<file path="src/rtl/lfmc_pkg.sv">
// ----------------------------------------------------------------------------
// lfmc_pkg - shared types and constants of the line follower marker controller
// Holds the operation codes, register indexes, reset values, the
// controller state record and the stepper phase sequence functions.
// ----------------------------------------------------------------------------
package lfmc_pkg;

   // Field widths
   localparam int unsigned OP_W     = 2;
   localparam int unsigned SENSOR_W = 4;
   localparam int unsigned PHASE_W  = 4;
   localparam int unsigned LAMP_W   = 2;
   localparam int unsigned DELAY_W  = 5;
   localparam int unsigned TIMER_W  = 8;
   localparam int unsigned COUNT_W  = 4;
   localparam int unsigned CSR_IDX_W  = 3;
   localparam int unsigned CSR_DATA_W = 8;
   localparam int unsigned REQ_DATA_W = 8;
   localparam int unsigned RSP_DATA_W = 24;

   // Operation codes carried on the request tuser
   typedef enum logic [OP_W-1:0] {
      OP_SAMPLE = 2'd0,
      OP_TICK   = 2'd1,
      OP_BUTTON = 2'd2
   } op_type;

   // Configuration register indexes
   typedef enum logic [CSR_IDX_W-1:0] {
      CSR_STOP_LIMIT  = 3'd0,
      CSR_TURN_TICKS  = 3'd1,
      CSR_CLEAR_TICKS = 3'd2,
      CSR_BASE_DELAY  = 3'd3,
      CSR_SLOW_EXTRA  = 3'd4
   } csr_index_type;

   // Register reset values
   localparam logic [COUNT_W-1:0] STOP_LIMIT_RST  = 4'd3;
   localparam logic [TIMER_W-1:0] TURN_TICKS_RST  = 8'd25;
   localparam logic [TIMER_W-1:0] CLEAR_TICKS_RST = 8'd180;
   localparam logic [3:0]         BASE_DELAY_RST  = 4'd4;
   localparam logic [3:0]         SLOW_EXTRA_RST  = 4'd2;

   // Lamp codes
   localparam logic [LAMP_W-1:0] CURVE_STRAIGHT = 2'd0;
   localparam logic [LAMP_W-1:0] CURVE_RIGHT    = 2'd1;
   localparam logic [LAMP_W-1:0] CURVE_LEFT     = 2'd2;
   localparam logic [LAMP_W-1:0] MARKER_NONE    = 2'd0;
   localparam logic [LAMP_W-1:0] MARKER_RIGHT   = 2'd1;
   localparam logic [LAMP_W-1:0] MARKER_LEFT    = 2'd2;

   // Forced samples while a turn is held
   localparam logic [SENSOR_W-1:0] HOLD_LEFT_SAMPLE  = 4'h7;
   localparam logic [SENSOR_W-1:0] HOLD_RIGHT_SAMPLE = 4'hE;

   // Controller state
   typedef struct packed {
      logic               drive_mode;
      logic               hold_left;
      logic               hold_right;
      logic               left_pending;
      logic               right_pending;
      logic               square_seen;
      logic [COUNT_W-1:0] square_count;
      logic [TIMER_W-1:0] turn_timer;
      logic [TIMER_W-1:0] clear_timer;
      logic [DELAY_W-1:0] delay_value;
      logic [PHASE_W-1:0] left_phase;
      logic [PHASE_W-1:0] right_phase;
      logic [LAMP_W-1:0]  curve_state;
      logic [LAMP_W-1:0]  marker_state;
   } state_type;

   // Controller state after reset: stopped, cruising delay
   localparam state_type STATE_RST = '{
      drive_mode:    1'b0,
      hold_left:     1'b0,
      hold_right:    1'b0,
      left_pending:  1'b0,
      right_pending: 1'b0,
      square_seen:   1'b0,
      square_count:  '0,
      turn_timer:    '0,
      clear_timer:   '0,
      delay_value:   DELAY_W'(BASE_DELAY_RST),
      left_phase:    '0,
      right_phase:   '0,
      curve_state:   '0,
      marker_state:  '0
   };

   // Left wheel: one half step backward through the phase cycle
   function automatic logic [PHASE_W-1:0] adv_left(input logic [PHASE_W-1:0] p);
      logic [PHASE_W-1:0] r;
      unique case (p)
         4'h9:    r = 4'h8;
         4'h1:    r = 4'h9;
         4'h3:    r = 4'h1;
         4'h2:    r = 4'h3;
         4'h6:    r = 4'h2;
         4'h4:    r = 4'h6;
         4'hC:    r = 4'h4;
         4'h8:    r = 4'hC;
         default: r = 4'hC;
      endcase
      return r;
   endfunction

   // Right wheel: one half step forward through the phase cycle
   function automatic logic [PHASE_W-1:0] adv_right(input logic [PHASE_W-1:0] p);
      logic [PHASE_W-1:0] r;
      unique case (p)
         4'h9:    r = 4'h1;
         4'h1:    r = 4'h3;
         4'h3:    r = 4'h2;
         4'h2:    r = 4'h6;
         4'h6:    r = 4'h4;
         4'h4:    r = 4'hC;
         4'hC:    r = 4'h8;
         4'h8:    r = 4'h9;
         default: r = 4'hC;
      endcase
      return r;
   endfunction

endpackage

</file>
<file path="src/rtl/line_follower_marker_controller_core.sv">
// ----------------------------------------------------------------------------
// line_follower_marker_controller_core - stepper line follower controller
// Decodes reflectance samples into stepper phases, tracks side markers,
// held turns and stop squares, and reports one status item per request.
// ----------------------------------------------------------------------------
// Every request item (sensor sample, timer tick or start/stop press) gives
// exactly one response item showing the state after that item. Items are
// taken one per clock while the response side keeps up: a request is
// captured in an input register, decoded and applied to the controller
// state combinationally, and the status is held in a response register.
// The state update for one item is the only dependency between items.
// Configuration writes are always accepted and should be made while no item
// is in flight.
module line_follower_marker_controller_core
   import lfmc_pkg::*;
(
   input  logic                  clock,
   input  logic                  reset,
   // request channel
   input  logic                  req_tvalid,
   output logic                  req_tready,
   input  logic [REQ_DATA_W-1:0] req_tdata,   // [3:0] sensor_bits, rest zero
   input  logic [OP_W-1:0]       req_tuser,   // [1:0] operation
   // response channel
   output logic                  rsp_tvalid,
   input  logic                  rsp_tready,
   // [7:0] motor_phase, [9:8] curve_lamp, [11:10] marker_lamp,
   // [16:12] step_delay, [17] driving, rest zero
   output logic [RSP_DATA_W-1:0] rsp_tdata,
   // configuration write channel
   input  logic                  csr_valid,
   output logic                  csr_ready,
   input  logic [CSR_IDX_W-1:0]  csr_index,
   input  logic [CSR_DATA_W-1:0] csr_data
);

   // Configuration registers
   logic [COUNT_W-1:0] stop_limit_ff;
   logic [TIMER_W-1:0] turn_ticks_ff;
   logic [TIMER_W-1:0] clear_ticks_ff;
   logic [3:0]         base_delay_ff;
   logic [3:0]         slow_extra_ff;

   // Input stage
   logic                in_valid_ff;
   logic [OP_W-1:0]     in_op_ff;
   logic [SENSOR_W-1:0] in_sensor_ff;

   // State and response stage
   state_type             state_ff, state_in;
   logic                  rsp_valid_ff;
   logic [RSP_DATA_W-1:0] rsp_data_ff, rsp_data_in;
   logic                  advance;
   logic [DELAY_W-1:0]    slow_delay;

   // Move the input item on when the response register is free or drains
   assign advance    = in_valid_ff && (!rsp_valid_ff || rsp_tready);
   assign req_tready = !in_valid_ff || advance;
   assign csr_ready  = 1'b1;
   assign rsp_tvalid = rsp_valid_ff;
   assign rsp_tdata  = rsp_data_ff;

   assign slow_delay = DELAY_W'(base_delay_ff) + DELAY_W'(slow_extra_ff);

   // Write configuration registers
   always_ff @(posedge clock) begin
      if (reset) begin
         stop_limit_ff  <= STOP_LIMIT_RST;
         turn_ticks_ff  <= TURN_TICKS_RST;
         clear_ticks_ff <= CLEAR_TICKS_RST;
         base_delay_ff  <= BASE_DELAY_RST;
         slow_extra_ff  <= SLOW_EXTRA_RST;
      end else if (csr_valid) begin
         unique case (csr_index_type'(csr_index))
            CSR_STOP_LIMIT:  stop_limit_ff  <= csr_data[COUNT_W-1:0];
            CSR_TURN_TICKS:  turn_ticks_ff  <= csr_data[TIMER_W-1:0];
            CSR_CLEAR_TICKS: clear_ticks_ff <= csr_data[TIMER_W-1:0];
            CSR_BASE_DELAY:  base_delay_ff  <= csr_data[3:0];
            CSR_SLOW_EXTRA:  slow_extra_ff  <= csr_data[3:0];
            default: ;
         endcase
      end
   end

   // Capture the request item
   always_ff @(posedge clock) begin
      if (reset) begin
         in_valid_ff <= 1'b0;
      end else if (req_tready) begin
         in_valid_ff <= req_tvalid;
      end
   end

   always_ff @(posedge clock) begin
      if (req_tready && req_tvalid) begin
         in_op_ff     <= req_tuser;
         in_sensor_ff <= req_tdata[SENSOR_W-1:0];
      end
   end

   // Apply the item to the controller state
   always_comb begin
      state_type          st;
      logic [SENSOR_W-1:0] s;
      st = state_ff;
      s  = in_sensor_ff;
      unique case (op_type'(in_op_ff))
         OP_SAMPLE: begin
            if (st.drive_mode) begin
               // held turn overrides the sensors
               if (st.hold_left) begin
                  s = HOLD_LEFT_SAMPLE;
               end else if (st.hold_right) begin
                  s = HOLD_RIGHT_SAMPLE;
               end
               unique case (s)
                  4'hF: begin
                     st.left_phase  = adv_left(st.left_phase);
                     st.right_phase = adv_right(st.right_phase);
                     st.curve_state = CURVE_STRAIGHT;
                     if (st.square_seen) begin
                        st.square_count = st.square_count + COUNT_W'(1);
                        st.square_seen  = 1'b0;
                     end
                  end
                  4'h9, 4'h1, 4'h8: begin
                     st.left_phase  = adv_left(st.left_phase);
                     st.right_phase = adv_right(st.right_phase);
                     st.curve_state = CURVE_STRAIGHT;
                     st.square_seen = 1'b1;
                  end
                  4'hE: begin
                     st.left_phase  = adv_left(st.left_phase);
                     st.curve_state = CURVE_RIGHT;
                  end
                  4'h7: begin
                     st.right_phase = adv_right(st.right_phase);
                     st.curve_state = CURVE_LEFT;
                  end
                  4'hD, 4'h5, 4'h3: begin
                     st.left_phase   = adv_left(st.left_phase);
                     st.right_phase  = adv_right(st.right_phase);
                     st.curve_state  = CURVE_STRAIGHT;
                     st.marker_state = MARKER_RIGHT;
                     if (!st.right_pending) begin
                        st.delay_value   = slow_delay;
                        st.right_pending = 1'b1;
                     end
                  end
                  4'hB, 4'hA, 4'hC: begin
                     st.left_phase   = adv_left(st.left_phase);
                     st.right_phase  = adv_right(st.right_phase);
                     st.curve_state  = CURVE_STRAIGHT;
                     st.marker_state = MARKER_LEFT;
                     if (!st.left_pending) begin
                        st.delay_value  = slow_delay;
                        st.left_pending = 1'b1;
                     end
                  end
                  4'h0: begin
                     // crossing turns a pending turn into a held one
                     if (st.left_pending || st.right_pending) begin
                        if (st.left_pending) begin
                           st.hold_left = 1'b1;
                        end else begin
                           st.hold_right = 1'b1;
                        end
                        st.delay_value   = slow_delay;
                        st.turn_timer    = '0;
                        st.left_pending  = 1'b0;
                        st.right_pending = 1'b0;
                     end
                     st.left_phase  = adv_left(st.left_phase);
                     st.right_phase = adv_right(st.right_phase);
                     st.curve_state = CURVE_STRAIGHT;
                  end
                  default: begin
                     st.left_phase  = adv_left(st.left_phase);
                     st.right_phase = adv_right(st.right_phase);
                     st.curve_state = CURVE_STRAIGHT;
                  end
               endcase
               // halt once enough stop squares are counted
               if (st.square_count >= stop_limit_ff) begin
                  st.drive_mode   = 1'b0;
                  st.square_count = '0;
               end
            end
         end
         OP_TICK: begin
            st.turn_timer  = st.turn_timer + TIMER_W'(1);
            st.clear_timer = st.clear_timer + TIMER_W'(1);
            if (st.turn_timer == turn_ticks_ff) begin
               st.turn_timer   = '0;
               st.hold_left    = 1'b0;
               st.hold_right   = 1'b0;
               st.delay_value  = DELAY_W'(base_delay_ff);
               st.marker_state = MARKER_NONE;
            end
            if (st.clear_timer == clear_ticks_ff) begin
               st.clear_timer   = '0;
               st.square_count  = '0;
               st.left_pending  = 1'b0;
               st.right_pending = 1'b0;
            end
         end
         OP_BUTTON: begin
            st.drive_mode = !st.drive_mode;
         end
         default: ;
      endcase
      state_in    = st;
      rsp_data_in = {6'd0, st.drive_mode, st.delay_value, st.marker_state,
                     st.curve_state, st.right_phase, st.left_phase};
   end

   // Hold the controller state
   always_ff @(posedge clock) begin
      if (reset) begin
         state_ff <= STATE_RST;
      end else if (advance) begin
         state_ff <= state_in;
      end
   end

   // Drive the response register
   always_ff @(posedge clock) begin
      if (reset) begin
         rsp_valid_ff <= 1'b0;
      end else if (advance) begin
         rsp_valid_ff <= 1'b1;
      end else if (rsp_tready) begin
         rsp_valid_ff <= 1'b0;
      end
   end

   always_ff @(posedge clock) begin
      if (advance) begin
         rsp_data_ff <= rsp_data_in;
      end
   end

endmodule

</file>
<file path="config.mk">
export PLATFORM = sky130hd
export DESIGN_NAME = line_follower_marker_controller_core
export DESIGN_NICKNAME = d
export VERILOG_FILES = /design/src/rtl/lfmc_pkg.sv /design/src/rtl/line_follower_marker_controller_core.sv
export SDC_FILE = /design/constraint.sdc
export NUM_CORES = 1
export LEC_CHECK = 0
export BUFFER_PORTS_ARGS = -buffer_cell sky130_fd_sc_hd__clkbuf_2
export CAP_MARGIN = 20
export CORE_MARGIN = 3
export CORE_UTILIZATION = 54
export DETAILED_ROUTE_END_ITERATION = 16
export PLACE_DENSITY_LB_ADDON = 0.25
export SLEW_MARGIN = 20
export SYNTH_ARGS = -nofsm -noshare
export SYNTH_HDL_FRONTEND = slang
export SYNTH_SLANG_ARGS = --single-unit
</file>
<file path="constraint.sdc">
create_clock -name clock -period 2.8 [get_ports clock]
set_input_delay 0.28 -clock clock [delete_from_list [all_inputs] [get_ports clock]]
set_output_delay 0.28 -clock clock [all_outputs]
set_load 0.01 [all_outputs]
</file>
# == Word level (Yosys, flattened, before mapping) ==
# Memories as Yosys holds them, arrays and structs flattened. A register that Yosys moved wholly into a read port is not among the register bits.
# Index checks and enable logic that the tools add are counted.
# totals
elab_cells,175
n_memories,14
latchBits,0
ramBits,0
reg_bits,97
in_bits,26
mem_bits_ro,896
out_inout_bits,27
# mem_list
memory,words,width,read_ports,rd_clocked_by_memory_dff,wr,line,source
(name not given),16,4,1,1,0,lfmc_pkg.sv:95,unique case (p)
(name not given),16,4,1,1,0,lfmc_pkg.sv:112,unique case (p)
(name not given),16,4,1,1,0,lfmc_pkg.sv:95,
(name not given),16,4,1,1,0,lfmc_pkg.sv:112,
(name not given),16,4,1,1,0,lfmc_pkg.sv:95,
(name not given),16,4,1,1,0,lfmc_pkg.sv:112,
+8 memories,-,-,-,-,-,-,
# op_classes
reduce_logical,30
n_bitwise,0
muxes,72
mul,0
add_sub_neg,4
div_mod_pow,0
order_cmp,1
shift,0
eq_ne,30
# ops
cell,count
two-way mux 4 bit,39
case mux 4 bit (7 select lines),2
"== test 4 bit, second input constant",8
two-way mux 8 bit,4
case mux 12 bit (2 select lines),1
two-way mux 5 bit,4
two-way mux 18 bit,1
two-way mux 17 bit,1
"adder 8 x 1 -> 8 bit, second input constant",2
== test 8 bit,2
case mux 5 bit (3 select lines),1
AND reduction 7 bit,2
"inequality test 2 bit, second input constant",6
case mux 2 bit (2 select lines),3
AND reduction 2 bit,6
AND reduction 6 bit,2
two-way mux 10 bit,1
case mux 5 bit (2 select lines),1
OR reduction 3 bit,3
"== test 4 x 3 -> 1 bit, second input constant",2
two-way mux 2 bit,4
case mux 1 bit (2 select lines),4
case mux 4 bit (2 select lines),1
AND reduction 4 bit,2
other kinds (22),35

# == Logic depth before layout (Yosys ltp) ==
# Gate-level depths: netlist of the first run.
# depth
word_depth,12
mapped_depth,12
ltp_nobuf,11

# == Worst setup path before layout of the first run ==
# Ideal clock, no wire load.
# synth_path
path_type,flip-flop to flip-flop
startpoint,reg in_sensor_ff[2]
endpoint,reg state_ff[36] in the netlist's numbering
slack_ps,-18
path_stages_with_launch,12
period_less_slack_ps,2818
required_time_ps,2726
arrival_time_ps,2743
path_buffers,1
setup_ps,74
cell_sequence,edfxtp_1 and3_1 and3_1 and2_1 clkbuf_1 mux2_2 ha_1 a21o_1 a21o_1 a211oi_1 a21oi_1 a31oi_1
# synth_between
elab_chain_len,12
# synth_lines
item,line,source
start: declaration,line_follower_marker_controller_core.sv:47,logic [SENSOR_W-1:0] in_sensor_ff;
start signal: assignment,line_follower_marker_controller_core.sv:97,in_sensor_ff <= req_tdata[SENSOR_W-1:0];
two-way mux 4 bit (*),line_follower_marker_controller_core.sv:113,end else if (st.hold_right) begin
two-way mux 4 bit (*),line_follower_marker_controller_core.sv:111,if (st.hold_left) begin
two-way mux 4 bit (*),line_follower_marker_controller_core.sv:109,if (st.drive_mode) begin
two-way mux 4 bit (*),line_follower_marker_controller_core.sv:107,unique case (op_type'(in_op_ff))
== test 4 bit (*),line_follower_marker_controller_core.sv:116,unique case (s)
two-way mux 4 bit (*),line_follower_marker_controller_core.sv:116,
two-way mux 4 bit (*),line_follower_marker_controller_core.sv:109,
two-way mux 4 bit (*),line_follower_marker_controller_core.sv:107,
greater-or-equal comparator 4 bit,line_follower_marker_controller_core.sv:184,if (st.square_count >= stop_limit_ff) begin
two-way mux 4 bit (*),line_follower_marker_controller_core.sv:184,
two-way mux 18 bit (*),line_follower_marker_controller_core.sv:109,
case mux 12 bit (2 select lines) (*),line_follower_marker_controller_core.sv:107,
end signal: assignment,line_follower_marker_controller_core.sv:222,state_ff <= state_in;
end: declaration,line_follower_marker_controller_core.sv:50,"state_type state_ff, state_in;"
# Mark *: on every way between the ends. The rest lies on a longest branch, timed or not. The select of a mux whose other input is x is not followed.
# A chain may end at the register's enable or synchronous reset.

# == Worst setup path in the final report of the first run ==
# layout_path
startpoint,reg state_ff[26] in the netlist's numbering
endpoint,"reg rsp_data_ff[12], in the netlist rsp_tdata[12], data pin"
# layout_between
elab_chain_len,4
# layout_lines
item,line,source
adder 8 x 1 -> 8 bit,line_follower_marker_controller_core.sv:191,st.turn_timer = st.turn_timer + TIMER_W'(1);
== test 8 bit,line_follower_marker_controller_core.sv:193,if (st.turn_timer == turn_ticks_ff) begin
two-way mux 5 bit,line_follower_marker_controller_core.sv:193,
case mux 5 bit (2 select lines),line_follower_marker_controller_core.sv:107,
via rsp_data_in[12],line_follower_marker_controller_core.sv:52,"logic [RSP_DATA_W-1:0] rsp_data_ff, rsp_data_in;"
end signal: assignment,line_follower_marker_controller_core.sv:239,rsp_data_ff <= rsp_data_in;
end: declaration,line_follower_marker_controller_core.sv:52,
# The timed path passes the listed nets, and every way through them passes these cells.

==> flow_summary.ini, run 1 <==
[clock_tree]
clk_latency_ns = 0.38
cts.sinks = 105
ctsHoldBuffers = 0
cts-root-buf = clkbuf_8
cts_buffer_depth = 2
path_clk_slew_ns = 0.10
cts_setup_buffers = 0
ctsHtreeMaxLevel = 3
cts_buffers = 9
cts_tree = done

[finish]
drive_above_1_share_pct = 17.74
fin_cells = 787
final_cell_mix = 80 x dfxtp_1, 62 x nor2_1, 56 x nand2_1
final_area_mm2 = 0.006162
fin_nets = 687
syn_to_final_growth_pct = 12.80
final_common_cell = dfxtp_1
diodes = 0

[grt]
grt_pass1_vias = 4431
grt-ovfl-total = 0
grt_pass1_wl_mm = 21.44
grt_antenna_before_repair = 0
grt_usage_pct = 23.34
grt_start_max_net_pins = 33

[die]
io_pins = 53
num_rows = 36
die_area_mm2 = 0.01136
core_area_mm2 = 0.009819
die_h_um = 106.6
die_w_um = 106.6
start_util_pct = 55.63

[logic_synthesis]
yosysSeqAreaShare_pct = 42.88
synth.avg_cell_area_um2 = 9.089
synth_edf_count = 24
synth_seq_cells = 105
async_flop_share_pct = 0
yosys_most_used_dff = dfxtp_1
synth_top_area_cell = dfxtp_1
synth_top_cell_area_share_pct = 29.68
ys_warn_count = 0
syn-instance-count = 601
netlist_area_mm2 = 0.005463
synth_area_leaders = dfxtp_1 30%, edfxtp_1 13%, mux2i_1 5.5%
synth_cell_type_count = 68

[setup_path]
rrSetupSlack_ns = 0.15
crit_fanout = 9
worstPathArrival_ns = 2.82
startpoint_type = flip-flop
crit_slowest_cell = a2111oi_4
crit_chain = ha_2 -> nand3_4 -> or3_4 -> a2111oi_4 -> o211ai_4 -> a21o_1 -> a222oi_1
slowest_delay_ns = 0.49
path_class = reg2reg
worst_ep_required_time_ns = 2.96
cp-end-kind = flip-flop

[placement]
routabilityCongestion = 0.9080
dp_hpwl_mm = 9.314
port_buffers = 41
placedCellCount = 771
placed_cell_area_mm2 = 0.005891

[timing]
setup_viol = 0
worstMarginPinSlew_ns = 0.8422
setup_tns_ns = 0
holdWs_ns = 0.07523
period_minus_slack_ns = 2.654
skew_ns = 0.009932
slew-limit-headroom_pct = 43.42
hold_viol_final = 0
final.period_utilization_pct = 94.79
max_freq_mhz = 376.8
rsz0062_at_grt = yes
final_max_slew_viol_count = 0

[pwr]
total_leakage_power_uw = 0.002343
max-vdd-ir-drop_mv = 0.2445
power_density_mw_per_mm2 = 483.3

[job]
maxCapViolCount = 0

[run_status]
status = finished, final reports clean

[routing]
drt-total-wl_mm = 12.63
ant_nets = 0
vias_per_cell = 5.836
wire_per_inst_um = 16.04
drc_errors = 0
drt-initial-drc-count = 312
dr.pass1.iters = 5
vias = 4593

[hold_path]
hp-class = in2reg
==> Yosys cell counts, types with 6 or more instances <==
cell type / count
mux2_2: 11
nand2_1: 56
ha_1: 11
o21ai_0: 17
a21o_1: 10
dfxtp_1: 81
a211oi_1: 6
nor2b_1: 6
xor2_1: 11
inv_1: 21
clkbuf_1: 21
nor3_1: 23
nor2_1: 63
buf_2: 7
o211ai_1: 7
mux2i_1: 30
nand4_1: 10
buf_4: 9
edfxtp_1: 24
a31oi_1: 13
a21oi_1: 27
xnor2_1: 18
nand3_1: 27
nor3b_1: 6
==> sequential cells by signal, summed over array words and instances (netlist names), named ones only <==
register and count:
base_delay_ff 4, clear_ticks_ff 8, in_op_ff 2, in_sensor_ff 4, in_valid_ff 1, rsp_tdata 18, rsp_tvalid 1, slow_extra_ff 4
state_ff 43, stop_limit_ff 4, turn_ticks_ff 8
==> routing by layer <==
layer | global-route usage [%] | wire length, um | part of all wire, %
met1 | 29.90 | 5601 | 44
met2 | 39.43 | 6296 | 50
met3 | 2.890 | 388 | 3.1
met4 | 10.68 | 338 | 2.7
met5 | 0 | 0 | 0
==> power breakdown <==
| part | switching (uW) | leakage [uW] | internal [uW] | total (uW) |
|---|---|---|---|---|
| clock network | 536 | 0.000121 | 603 | 1140 |
| registers | 20.1 | 0.000885 | 1580 | 1600 |
| logic | 149 | 0.00134 | 89.3 | 239 |
| total | 705 | 0.00234 | 2270 | 2980 |
==> cells by family after synthesis <==
family / count (synthesis) / share of synthesized area [%]
AO/OA/AOI/OAI: 124 / 16.29
XOR/XNOR: 29 / 4.649
adder cells (fa/ha/maj): 12 / 2.886
buffers and inverters: 61 / 4.970
flip-flops: 105 / 42.88
multiplexers: 41 / 7.765
other: 2 / 0.1375
AND/OR/NAND/NOR: 227 / 20.43
==> through the flow <==
stage	power (uW)	util [%]	setup slack [ns]
floorplan	1786	-	0.1329
global placement	1865	59.99	0.1037
detailed placement	1873	59.99	-0.02614
CTS	3002	62.59	0.01189
global route	3099	62.75	-0.02948
finish	2978	62.75	0.1460
==> worst paths after layout <==
check / endpoint / from / cells after the start
worst max register to register: rsp_tdata[12] / state_ff[26] / 7
worst min register to register: state_ff[2] / state_ff[2] / 2
worst max-delay path: rsp_tdata[12] / state_ff[26] / 7
worst min-delay path: in_op_ff[0] / req_tuser[0] / 1
==> worst max-delay path: cells and delay by family, from the launching register on <==
family,cells,cell delay [ns]
adder cells (fa/ha/maj),1,0.27
AND/OR/NAND/NOR,2,0.55
flip-flops,1,0.41
AO/OA/AOI/OAI,4,1.21
==> what timing repair did <==
action | in CTS | in global routing
gates resized for setup | 1 | 6
setup endpoints to repair | 2 | 7
cloned | 0 | 0
pin swaps | 0 | 1
==> final cells by class <==
cell class | count | area (um2)
multi-input cells | 440 | 2895
clock buffers | 9 | 123.9
fillers | 885 | 3657
inverters | 23 | 86.33
clock inverters | 7 | 123.9
flip-flops and latches | 105 | 2344
well taps | 133 | 166.4
repair buffers | 70 | 422.9
Power figures use the tool's default switching activity.
==> run 2, diff against run 1 <==
==> constraint.sdc (replaced) <==
create_clock -name clock -period 2.8 [get_ports clock]
set_input_delay 0.56 -clock clock [delete_from_list [all_inputs] [get_ports clock]]
set_output_delay 0.56 -clock clock [all_outputs]
set_load 0.01 [all_outputs]
==> flow_summary.ini, run 2 (same netlist as run 1, synthesis figures left out) <==
[grt]
grt_start_max_net_pins = 40
grt_antenna_before_repair = 0
grt_usage_pct = 22.47
grt_pass1_vias = 4419
grt_pass1_wl_mm = 20.85
grt-ovfl-total = 0

[die]
num_rows = 36
die_area_mm2 = 0.01136
core_area_mm2 = 0.009819
start_util_pct = 55.63
die_h_um = 106.6
die_w_um = 106.6
io_pins = 53

[finish]
fillCellCount = 841
syn_to_final_growth_pct = 12.37
final_cell_mix = 81 x dfxtp_1, 62 x nor2_1, 56 x nand2_1
area.sequential_mm2 = 0.002342
post-route-util_pct = 62.51
final_common_cell = dfxtp_1
multiInputGateArea_mm2 = 0.002917
fin_nets = 688
drive_above_1_share_pct = 17.86
regMostFlops = state_ff
largest_register_ffs = 43
diodes = 0

[run_status]
status = finished, final reports clean

[setup_path]
crit_fanout = 8
startpoint_type = flip-flop
cp-end-kind = flip-flop
worstPathArrival_ns = 2.99
worst_ep_required_time_ns = 3.02
path_class = reg2reg

[clock_tree]
cts_buffer_depth = 2
clk_latency_ns = 0.37
cts-root-buf = clkbuf_8
ctsHtreeMaxLevel = 3
ctsHoldBuffers = 0
path_clk_slew_ns = 0.10
cts_tree = done
cts.sinks = 105
cts_buffers = 9

[routing]
drt-total-wl_mm = 12.57
wl_met1_mm = 5.510
vias_per_cell = 5.783
dr_wl_met3_um = 552
top_layer = met4
met2WireLength_mm = 6.193
dr.pass1.iters = 5
wire_per_inst_um = 15.96
vias = 4557
drc_errors = 0
ant_nets = 0
drt-initial-drc-count = 210

[placement]
routabilityCongestion = 0.8848
dp_hpwl_mm = 9.246
port_buffers = 41
post-place-ws_ns = -0.03121

[pwr]
power_density_mw_per_mm2 = 451.4
total_leakage_power_uw = 0.002325
p_total_uw = 2771
max-vdd-ir-drop_mv = 0.2307

[timing]
worstMarginPinSlew_ns = 0.8785
final_max_slew_viol_count = 0
skew_ns = 0.01290
setup_viol = 0
worst_slack_ns = 0.03107
slew-limit-headroom_pct = 40.98
hold_viol_final = 0
final.period_utilization_pct = 98.89
holdWs_ns = 0.3562
setup_tns_ns = 0
max_freq_mhz = 361.2
period_minus_slack_ns = 2.769

[hold_path]
hp-class = in2reg

[job]
maxCapViolCount = 0
-- run 2: critical path, stage by stage, from the launching register on --
cell      delay (ns)
dfxtp_1         0.41
ha_1            0.28
xor2_1          0.15
a211oi_1        0.20
o21ai_0         0.12
or4_1           0.72
o311ai_1        0.54
a31oi_1         0.21
-- run 2: final cells by class --
| class | instances | share of cell area, % |
|---|---|---|
| Multi-Input combinational cell | 440 | 47.51 |
| Sequential cell | 105 | 38.16 |
| Timing Repair Buffer | 71 | 7.012 |
| Tap cell | 133 | 2.711 |
| Clock buffer | 10 | 2.079 |
| Inverter | 23 | 1.406 |
| Clock inverter | 6 | 1.121 |
-- run 2: where the power goes --
part	internal (uW)	leakage, uW	switching [uW]	total (uW)
registers	1580	0.000885	19.5	1600
logic	89.8	0.00134	150	240
clock network	417	0.0000964	514	931
-- run 2: metal layers --
metal | global-route usage (%) | vias up
li1 | - | 2262
met1 | 28.83 | 2142
met2 | 38.71 | 121
met3 | 3.070 | 32
met4 | 8.219 | 0
met5 | 0 | -
-- run 2: what timing repair did --
| action | CTS | global route |
|---|---|---|
| resized for setup | 3 | 6 |
| pin swaps | 0 | 2 |
| buffers inserted | 0 | 2 |
| setup endpoints to repair | 2 | 9 |
-- run 2: worst paths after layout --
check	depth (start not counted)	slack (ns)	to	startpoint
worst min-delay path	1	0.36	in_sensor_ff[2]	req_tdata[2]
worst max register to register	7	0.03	state_ff[36]	state_ff[18]
worst max-delay path	7	0.03	state_ff[36]	state_ff[18]
worst min register to register	2	0.47	state_ff[15]	state_ff[15]
-- run 2: metrics by stage --
stage	instance area [um2]	std cells
after floorplan	5487	606
after global placement	5883	770
after detailed placement	5883	770
after CTS	6096	786
after global routing	6138	788
final	6138	788
